## src/sv/tacc_pkg.sv

```systemverilog
`timescale 1ns / 1ps
// ----------------------------------------------------------------------------
// tacc_pkg
// Shared types, constants and helper functions for the text attribute
// colour converter: palette, colour codes and the per-colour decode.
// ----------------------------------------------------------------------------
package tacc_pkg;

   localparam int unsigned ENTRIES = 16;
   localparam int unsigned IDX_W   = 4;
   localparam int unsigned WORD_W  = 14;
   localparam int unsigned DIST_W  = 10;

   localparam logic [15:0] PALETTE [ENTRIES] = '{
      16'hf000, 16'hf00a, 16'hf0a0, 16'hf0aa, 16'hfa00, 16'hfa0a, 16'hfa50, 16'hfaaa,
      16'hf555, 16'hf55f, 16'hf5f5, 16'hf5ff, 16'hff55, 16'hff5f, 16'hfff5, 16'hffff
   };

   localparam logic [WORD_W-1:0] CODE_ANSI_LIMIT  = 14'h0050;
   localparam logic [WORD_W-1:0] CODE_DEFAULT     = 14'h0050;
   localparam logic [WORD_W-1:0] CODE_TRANSPARENT = 14'h0060;
   localparam logic [WORD_W-1:0] ALPHA_LIMIT      = 14'h0fff;
   localparam logic [6:0]        ANSI_XOR         = 7'h40;
   localparam logic [15:0]       TRANSPARENT_ARGB = 16'h0fff;
   localparam logic [DIST_W-1:0] DIST_INIT        = 10'h3ff;

   localparam logic [IDX_W-1:0] FG_DEFAULT_ENTRY = 4'd7;
   localparam logic [IDX_W-1:0] BG_DEFAULT_ENTRY = 4'd0;

   localparam logic [0:0] CSR_DEFAULT_FG = 1'b0;
   localparam logic [0:0] CSR_DEFAULT_BG = 1'b1;

   typedef struct packed {
      logic [WORD_W-1:0] word;
      logic [IDX_W-1:0]  best;
      logic [DIST_W-1:0] score;
   } lane_type;

   typedef struct packed {
      logic [6:0]  index;
      logic [11:0] rgb12;
      logic [15:0] argb16;
   } colour_type;

   function automatic logic [3:0] abs_diff(logic [3:0] a, logic [3:0] b);
      return (a > b) ? (a - b) : (b - a);
   endfunction

   function automatic logic [DIST_W-1:0] sq_dist(logic [WORD_W-1:0] word,
                                                  logic [15:0] t);
      logic [3:0] dr, dg, db;
      logic [7:0] sr, sg, sb;
      dr = abs_diff(t[11:8], word[10:7]);
      dg = abs_diff(t[7:4], word[6:3]);
      db = abs_diff({t[3:1], 1'b0}, {word[2:0], 1'b0});
      sr = {4'b0, dr} * {4'b0, dr};
      sg = {4'b0, dg} * {4'b0, dg};
      sb = {4'b0, db} * {4'b0, db};
      return {2'b0, sr} + {2'b0, sg} + {2'b0, sb};
   endfunction

   function automatic lane_type cell_step(lane_type lane, logic [IDX_W-1:0] entry);
      lane_type res;
      logic [DIST_W-1:0] d;
      res = lane;
      d   = sq_dist(lane.word, PALETTE[entry]);
      if (d < lane.score) begin
         res.best  = entry;
         res.score = d;
      end
      return res;
   endfunction

   function automatic colour_type decode(lane_type lane, logic [IDX_W-1:0] def_idx,
                                         logic [IDX_W-1:0] def_entry);
      colour_type res;
      logic [WORD_W-1:0] w;
      w = lane.word;
      priority if (w < CODE_ANSI_LIMIT) begin
         res.index  = w[6:0] ^ ANSI_XOR;
         res.rgb12  = PALETTE[w[3:0]][11:0];
         res.argb16 = PALETTE[w[3:0]];
      end else if (w == CODE_DEFAULT) begin
         res.index  = {3'b0, def_idx};
         res.rgb12  = PALETTE[def_entry][11:0];
         res.argb16 = PALETTE[def_entry];
      end else if (w == CODE_TRANSPARENT) begin
         res.index  = {3'b0, def_idx};
         res.rgb12  = PALETTE[def_entry][11:0];
         res.argb16 = TRANSPARENT_ARGB;
      end else begin
         res.index  = (w < ALPHA_LIMIT) ? {3'b0, def_idx} : {3'b0, lane.best};
         res.rgb12  = {w[10:0], 1'b0};
         res.argb16 = {w[13:10], w[10:0], 1'b0};
      end
      return res;
   endfunction

   function automatic logic [23:0] rgb12_to_24(logic [11:0] v);
      return {v[11:8], v[11:8], v[7:4], v[7:4], v[3:0], v[3:0]};
   endfunction

endpackage

```

## src/sv/tacc_cell.sv

```systemverilog
`timescale 1ns / 1ps
// ----------------------------------------------------------------------------
// tacc_cell
// One palette entry of the nearest-colour chain: compares both colours
// of a request against its entry and passes the running best onward.
// ----------------------------------------------------------------------------
module tacc_cell #(
   parameter int unsigned ENTRY = 0
) (
   input  logic               clock,
   input  logic               reset,
   input  logic               valid_in,
   input  tacc_pkg::lane_type fg_in,
   input  tacc_pkg::lane_type bg_in,
   output logic               valid_out,
   output tacc_pkg::lane_type fg_out,
   output tacc_pkg::lane_type bg_out
);

   logic               valid_ff;
   tacc_pkg::lane_type fg_ff, fg_in_next;
   tacc_pkg::lane_type bg_ff, bg_in_next;

   always_comb begin
      fg_in_next = tacc_pkg::cell_step(fg_in, tacc_pkg::IDX_W'(ENTRY));
      bg_in_next = tacc_pkg::cell_step(bg_in, tacc_pkg::IDX_W'(ENTRY));
   end

   always_ff @(posedge clock) begin
      if (reset) begin
         valid_ff <= 1'b0;
      end else begin
         valid_ff <= valid_in;
      end
   end

   always_ff @(posedge clock) begin
      fg_ff <= fg_in_next;
      bg_ff <= bg_in_next;
   end

   assign valid_out = valid_ff;
   assign fg_out    = fg_ff;
   assign bg_out    = bg_ff;

endmodule

```

## src/sv/text_attr_colour_converter.sv

```systemverilog
`timescale 1ns / 1ps
// ----------------------------------------------------------------------------
// text_attr_colour_converter
// Converts a packed character attribute into ANSI palette indices and
// RGB12 / RGB24 / ARGB16 colours for foreground and background.
// ----------------------------------------------------------------------------
//  channel   | handshake            | payload
//  ----------+----------------------+--------------------------------------
//  request   | start, busy          | req_attr
//  response  | rsp_strobe           | rsp_ansi_*, rsp_rgb12_*, rsp_rgb24_*,
//            |                      | rsp_argb16_*
//  csr       | csr_we               | csr_index, csr_wdata
//
//  One request per cycle; busy stays low.
//  Each request passes through one cell per entry of the 16-entry palette
//  chain and then the output register.
//  Synchronous reset clears the chain valids and the strobe; the default
//  indices return to 7 (foreground) and 0 (background).
//  The receiver cannot stall: each response shows for one cycle.
// ----------------------------------------------------------------------------
module text_attr_colour_converter (
   input  logic        clock,
   input  logic        reset,
   input  logic        start,
   output logic        busy,
   input  logic [31:0] req_attr,
   output logic        rsp_strobe,
   output logic [6:0]  rsp_ansi_fg,
   output logic [6:0]  rsp_ansi_bg,
   output logic [7:0]  rsp_ansi_pair,
   output logic [11:0] rsp_rgb12_fg,
   output logic [11:0] rsp_rgb12_bg,
   output logic [23:0] rsp_rgb24_fg,
   output logic [23:0] rsp_rgb24_bg,
   output logic [15:0] rsp_argb16_fg,
   output logic [15:0] rsp_argb16_bg,
   input  logic        csr_we,
   input  logic [0:0]  csr_index,
   input  logic [3:0]  csr_wdata
);

   localparam int unsigned N = tacc_pkg::ENTRIES;

   logic               chain_valid [N+1];
   tacc_pkg::lane_type chain_fg    [N+1];
   tacc_pkg::lane_type chain_bg    [N+1];

   logic [3:0] def_fg_ff;
   logic [3:0] def_bg_ff;

   tacc_pkg::colour_type fg_col, bg_col;

   logic        strobe_ff;
   logic [6:0]  ansi_fg_ff, ansi_bg_ff;
   logic [7:0]  pair_ff;
   logic [11:0] rgb12_fg_ff, rgb12_bg_ff;
   logic [23:0] rgb24_fg_ff, rgb24_bg_ff;
   logic [15:0] argb16_fg_ff, argb16_bg_ff;

   assign busy = 1'b0;

   always_ff @(posedge clock) begin
      if (reset) begin
         def_fg_ff <= 4'd7;
         def_bg_ff <= 4'd0;
      end else if (csr_we) begin
         unique case (csr_index)
            tacc_pkg::CSR_DEFAULT_FG: def_fg_ff <= csr_wdata;
            tacc_pkg::CSR_DEFAULT_BG: def_bg_ff <= csr_wdata;
            default:                  def_fg_ff <= def_fg_ff;
         endcase
      end
   end

   assign chain_valid[0]    = start & ~busy;
   assign chain_fg[0].word  = req_attr[17:4];
   assign chain_fg[0].best  = '0;
   assign chain_fg[0].score = tacc_pkg::DIST_INIT;
   assign chain_bg[0].word  = req_attr[31:18];
   assign chain_bg[0].best  = '0;
   assign chain_bg[0].score = tacc_pkg::DIST_INIT;

   for (genvar i = 0; i < N; i++) begin : g_cell
      tacc_cell #(
         .ENTRY(i)
      ) u_cell (
         .clock    (clock),
         .reset    (reset),
         .valid_in (chain_valid[i]),
         .fg_in    (chain_fg[i]),
         .bg_in    (chain_bg[i]),
         .valid_out(chain_valid[i+1]),
         .fg_out   (chain_fg[i+1]),
         .bg_out   (chain_bg[i+1])
      );
   end

   always_comb begin
      fg_col = tacc_pkg::decode(chain_fg[N], def_fg_ff, tacc_pkg::FG_DEFAULT_ENTRY);
      bg_col = tacc_pkg::decode(chain_bg[N], def_bg_ff, tacc_pkg::BG_DEFAULT_ENTRY);
   end

   always_ff @(posedge clock) begin
      if (reset) begin
         strobe_ff <= 1'b0;
      end else begin
         strobe_ff <= chain_valid[N];
      end
   end

   always_ff @(posedge clock) begin
      ansi_fg_ff   <= fg_col.index;
      ansi_bg_ff   <= bg_col.index;
      pair_ff      <= {1'b0, fg_col.index} | {bg_col.index[3:0], 4'b0};
      rgb12_fg_ff  <= fg_col.rgb12;
      rgb12_bg_ff  <= bg_col.rgb12;
      rgb24_fg_ff  <= tacc_pkg::rgb12_to_24(fg_col.rgb12);
      rgb24_bg_ff  <= tacc_pkg::rgb12_to_24(bg_col.rgb12);
      argb16_fg_ff <= fg_col.argb16;
      argb16_bg_ff <= bg_col.argb16;
   end

   assign rsp_strobe    = strobe_ff;
   assign rsp_ansi_fg   = ansi_fg_ff;
   assign rsp_ansi_bg   = ansi_bg_ff;
   assign rsp_ansi_pair = pair_ff;
   assign rsp_rgb12_fg  = rgb12_fg_ff;
   assign rsp_rgb12_bg  = rgb12_bg_ff;
   assign rsp_rgb24_fg  = rgb24_fg_ff;
   assign rsp_rgb24_bg  = rgb24_bg_ff;
   assign rsp_argb16_fg = argb16_fg_ff;
   assign rsp_argb16_bg = argb16_bg_ff;

   // every request comes out after the chain plus the output register
   a_latency: assert property (@(posedge clock) disable iff (reset)
      (start && !busy) |-> ##17 rsp_strobe)
      else $error("request did not produce a response after 17 cycles");

   a_no_orphan: assert property (@(posedge clock) disable iff (reset)
      rsp_strobe |-> $past(start && !busy, 17))
      else $error("response without a matching request");

   // indices are either palette entries or raw codes above 0x3f
   a_fg_index: assert property (@(posedge clock) disable iff (reset)
      rsp_strobe |-> (rsp_ansi_fg[6] || rsp_ansi_fg[5:4] == 2'b00))
      else $error("foreground index out of range");

   a_bg_index: assert property (@(posedge clock) disable iff (reset)
      rsp_strobe |-> (rsp_ansi_bg[6] || rsp_ansi_bg[5:4] == 2'b00))
      else $error("background index out of range");

   a_reset_quiet: assert property (@(posedge clock)
      $past(reset) |-> !rsp_strobe)
      else $error("strobe right after reset");

endmodule

```

## config.mk

```make
export PLATFORM = sky130hd
export DESIGN_NAME = text_attr_colour_converter
export DESIGN_NICKNAME = d
export VERILOG_FILES = /design/src/sv/tacc_pkg.sv /design/src/sv/tacc_cell.sv /design/src/sv/text_attr_colour_converter.sv
export SDC_FILE = /design/constraint.sdc
export NUM_CORES = 2
export LEC_CHECK = 0
export ABC_AREA = 1
export BUFFER_PORTS_ARGS = -buffer_cell sky130_fd_sc_hd__clkbuf_2
export CELL_PAD_IN_SITES_DETAIL_PLACEMENT = 1
export CELL_PAD_IN_SITES_GLOBAL_PLACEMENT = 1
export CORE_MARGIN = 2
export CORE_UTILIZATION = 49
export CTS_CLUSTER_SIZE = 16
export DETAILED_ROUTE_END_ITERATION = 8
export GPL_TIMING_DRIVEN = 0
export HOLD_SLACK_MARGIN = 0.12
export PLACE_DENSITY = 0.86
export SLEW_MARGIN = 10
export SYNTH_ARGS = -nofsm -noshare
export SYNTH_HDL_FRONTEND = slang
export SYNTH_SLANG_ARGS = --single-unit
```

## constraint.sdc

```tcl
create_clock -name clock -period 9.5 [get_ports clock]
set_clock_uncertainty 0.2 [all_clocks]
set_input_delay 0.95 -clock clock [delete_from_list [all_inputs] [get_ports clock]]
set_output_delay 0.95 -clock clock [all_outputs]
set_load 0.01 [all_outputs]
```

==> results_tabular.tex <==
\begin{tabular}{lr}
\hline
Metric & Value \\
\hline
\multicolumn{2}{l}{\textbf{Logic synthesis}} \\
Synth top area share & 26.0\% \\
Yosys warning total & 0 \\
Compound-cell area share of the yosys netlist & 5.55\% \\
Sequential fraction of the synthesis area & 26.0\% \\
FFs w/ async S/R, synth & 0\% \\
Distinct cell type count after synthesis & 48 \\
Fraction of the mapped netlist area in adder cells & 35.1\% \\
Mapped cell area & 0.0722 mm2 \\
Count of flip-flops with a built-in enable after synthesis & 0 \\
Area share of xor/xnor cells in the synthesized design & 3.20\% \\
Simple logic cell fraction of the synthesized area & 18.0\% \\
Mux cell area share after synthesis & 0\% \\
Top cell type by total area after synthesis & sky130\_fd\_sc\_hd\_\_dfxtp\_1 \\
Per-instance average area after synthesis & 7.93 um2 \\
Post-Syn Instances & 9106 \\
Total of flip-flops plus latches after synthesis & 938 \\
Largest family of logic cells by synthesized area & adder cells \\
Cells taking the most area after synthesis & sky130\_fd\_sc\_hd\_\_dfxtp\_1 (26\%), sky130\_fd\_sc\_hd\_\_ha\_1 (25\%), sky130\_fd\_sc\_hd\_\_nand2\_1 (11\%) \\
Top\_reg\_cell synth & sky130\_fd\_sc\_hd\_\_dfxtp\_1 \\
\multicolumn{2}{l}{\textbf{Timing}} \\
Fmax & 0.123 GHz \\
Crit path time final & 8.14 ns \\
Slew at the pin closest to its max-slew limit & 0.688 ns \\
Total Neg Setup Slack & 0 ns \\
Slew Viols, Final & 0 \\
Worst-case headroom to the max-slew limit & 53.7\% \\
Setup ws final & 1.36 ns \\
Final clock period utilization by the worst path & 85.7\% \\
Fin. Hold Viols & 0 \\
RSZ-0062 raised after global routing & false \\
Setup-failing EPs final & 0 \\
Worst hold slack after final layout & 0.126 ns \\
\multicolumn{2}{l}{\textbf{Die}} \\
Boundary Pins & 169 \\
Horiz. Die Dim & 388 um \\
Placement row count & 140 \\
Initial standard-cell utilization of the core & 49.5\% \\
Die Span Y & 388 um \\
Die Outline Area & 0.150 mm2 \\
Core footprint & 0.146 mm2 \\
\multicolumn{2}{l}{\textbf{Routing}} \\
Routed via count & 57500 \\
Iteration-0 DRC count of the detailed router & 1721 \\
Number of nets still failing antenna checks after routing & 0 \\
Average wire per standard cell & 16.1 um \\
Residual DRC & 0 \\
Routed WL & 184000 um \\
Total iterations of the first detailed-routing run & 4 \\
Routed via count divided by cell count & 5.05 \\
\multicolumn{2}{l}{\textbf{Critical path}} \\
CP most frequent cell & sky130\_fd\_sc\_hd\_\_nand2\_1 \\
Setup slack of the most critical reg-to-reg path & 1.36 ns \\
Crit path max-delay cell type & sky130\_fd\_sc\_hd\_\_o21ai\_0 \\
CP arrival & 8.56 ns \\
Data required time at the worst endpoint & 9.92 ns \\
Buf+Inv Stages, Crit Path & 8 \\
Peak per-stage delay on the critical path & 0.59 ns \\
Endpoint kind of the worst setup timing path & flop \\
CP top delay family & adder cells \\
Crit path kind & flop to flop \\
Kind of launch point of the worst setup path & flop \\
CP max FO & 8 \\
\multicolumn{2}{l}{\textbf{Placed design}} \\
PortBufs & 162 \\
RePlAce Congestion & 0.879 \\
Worst Setup Slack post-DPL & 1.57 ns \\
HPWL after detailed placement & 148000 um \\
\multicolumn{2}{l}{\textbf{Global routing}} \\
Overall global routing resource usage & 24.7\% \\
Pin count of the biggest net entering global routing & 16 \\
Via count of the first global-routing pass & 65200 \\
Antenna violations before repair & 0 \\
Wire length of the first global-routing pass & 310000 um \\
Total overflow reported by the global router & 0 \\
\multicolumn{2}{l}{\textbf{Clock network}} \\
Clock slew seen by the registers of the worst setup and hold paths & 0.06 ns \\
Cell chosen for the clock root & sky130\_fd\_sc\_hd\_\_clkbuf\_16 \\
Clk Latency, worst-skew pair & 0.74 ns \\
Setup repair bufs after CTS & 0 \\
Maximum level of the CTS H-tree & 3 \\
Clock tree from TritonCTS & built \\
Post-cts gate resize count & 0 \\
TritonCTS Sinks & 938 \\
Cts bufs inserted & 107 \\
Post-CTS Hold Fix Bufs & 6 \\
Buffers from clock root to sink, at most & 3 \\
\multicolumn{2}{l}{\textbf{Final layout}} \\
Relative area change from synthesis to final layout & 9.84\% \\
NumNets Final & 11200 \\
N\_diodes & 0 \\
Fraction of final layout cells with drive strength greater than 1 & 6.77\% \\
Filler cell count & 17900 \\
\multicolumn{2}{l}{\textbf{Job}} \\
Max-capacitance violation count & 0 \\
\multicolumn{2}{l}{\textbf{Worst hold path}} \\
Worst hold path type & flop to flop \\
\multicolumn{2}{l}{\textbf{Outcome}} \\
Outcome & completed \\
\hline
\end{tabular}
==> metal layers <==
metal / global-route usage [%] / wire (um) / vias up
li1: - / - / 28400
met1: 25.3 / 70000 / 27800
met2: 49.8 / 102000 / 828
met3: 2.91 / 4510 / 501
met4: 10.1 / 7860 / 0
met5: 0 / 0 / -
==> per-stage QoR <==
step	cell area, um2	utilization [%]	std cells
after floorplan	72200	-	9110
after global placement	75400	51.7	11200
after detailed placement	75400	51.7	11200
after CTS	79300	54.3	11400
after global routing	79300	54.3	11400
final	79300	54.3	11400
==> worst reg2reg max path, delay by kind of cell, from the launching register on <==
| family | cells | cell delay (ns) |
|---|---|---|
| adder cells (fa/ha/maj) | 10 | 3.75 |
| AND/OR/NAND/NOR | 13 | 1.55 |
| AO/OA/AOI/OAI | 3 | 1.00 |
| buffers and inverters | 8 | 0.86 |
| flip-flops | 1 | 0.41 |
| XOR/XNOR | 1 | 0.27 |
==> area by class of cell <==
cell class	count	area, um2	share of cell area (%)
multi-input combinational	5915	44700	56.3
sequential	938	18800	23.7
inverter	2154	8090	10.2
clock buffer	140	2960	3.74
tap	1917	2400	3.03
timing repair buffer	168	871	1.10
clock inverter	59	858	1.08
buffer	103	664	0.838
==> logic make-up after synthesis <==
| kind of cell | count (synthesis) |
|---|---|
| XOR/XNOR | 264 |
| flip-flops | 938 |
| other | 1 |
| AO/OA/AOI/OAI | 693 |
| buffers and inverters | 2257 |
| AND/OR/NAND/NOR | 3157 |
| adder cells (fa/ha/maj) | 1796 |
==> cell usage after synthesis, types with 2 or more instances <==
cell / n
sky130_fd_sc_hd__nor2b_1: 8
sky130_fd_sc_hd__or2_4: 3
sky130_fd_sc_hd__nand2_2: 18
sky130_fd_sc_hd__nand2_1: 2153
sky130_fd_sc_hd__a211oi_1: 8
sky130_fd_sc_hd__dfxtp_1: 938
sky130_fd_sc_hd__buf_2: 27
sky130_fd_sc_hd__nor3_1: 3
sky130_fd_sc_hd__xor2_1: 193
sky130_fd_sc_hd__or2_1: 5
sky130_fd_sc_hd__clkinv_1: 8
sky130_fd_sc_hd__buf_4: 62
sky130_fd_sc_hd__ha_1: 1416
sky130_fd_sc_hd__nor2_1: 473
sky130_fd_sc_hd__nand3_1: 286
sky130_fd_sc_hd__inv_1: 2115
sky130_fd_sc_hd__nor2_2: 13
sky130_fd_sc_hd__o21a_1: 2
sky130_fd_sc_hd__and2_1: 14
sky130_fd_sc_hd__or2_2: 70
sky130_fd_sc_hd__nor2_4: 4
sky130_fd_sc_hd__xnor2_1: 71
sky130_fd_sc_hd__o21ai_1: 77
sky130_fd_sc_hd__nand2_4: 2
sky130_fd_sc_hd__a21oi_1: 259
sky130_fd_sc_hd__a31oi_1: 35
sky130_fd_sc_hd__o21ai_2: 27
sky130_fd_sc_hd__o21ai_4: 5
sky130_fd_sc_hd__o211ai_1: 7
sky130_fd_sc_hd__o21ai_0: 161
sky130_fd_sc_hd__nand3_4: 2
sky130_fd_sc_hd__inv_2: 31
sky130_fd_sc_hd__nand4_1: 67
sky130_fd_sc_hd__fa_1: 380
sky130_fd_sc_hd__a21boi_0: 3
sky130_fd_sc_hd__o21bai_1: 42
sky130_fd_sc_hd__a21o_1: 63
sky130_fd_sc_hd__nand3b_1: 6
sky130_fd_sc_hd__clkbuf_1: 13
sky130_fd_sc_hd__nand3_2: 28
==> layout by cell type (no fill, tap or decap), drive strengths merged, types with 78 or more instances in the layout <==
master / synthesis / routed
a21oi: 260 / 260
buf: 90 / 90
clkbuf: 13 / 315
dfxtp: 938 / 938
fa: 380 / 380
ha: 1416 / 1416
inv: 2146 / 2150
nand2: 2173 / 2173
nand3: 316 / 316
nor2: 491 / 491
o21ai: 270 / 270
or2: 78 / 78
xor2: 193 / 193
==> path summary, 6_finish.rpt <==
kind / end / depth (start not counted) / start
setup / recovery: g_cell[8].u_cell.bg_out[4] / 35 / g_cell[7].u_cell.bg_out[22]
hold / removal: g_cell[9].u_cell.fg_out[26] / 0 / g_cell[8].u_cell.fg_out[26]
setup reg to reg: g_cell[8].u_cell.bg_out[4] / 35 / g_cell[7].u_cell.bg_out[22]
hold reg to reg: g_cell[9].u_cell.fg_out[26] / 0 / g_cell[8].u_cell.fg_out[26]
==> registers in the layout (all words and copies together), names as in the netlist <==
| signal | cells |
|---|---|
| rsp_rgb24_fg | 12 |
| rsp_argb16_fg | 10 |
| rsp_ansi_pair | 7 |
| def_bg_ff | 4 |
| rsp_strobe | 1 |
| g_cell.u_cell.bg_out | 423 |
| rsp_ansi_fg | 3 |
| def_fg_ff | 4 |
| g_cell.u_cell.fg_out | 423 |
| g_cell.u_cell.valid_out | 16 |
| rsp_argb16_bg | 16 |
| rsp_ansi_bg | 7 |
| rsp_rgb24_bg | 12 |
Power is not shown: default switching activity piles up to over one toggle a cycle in this logic, so the estimate is an artifact.
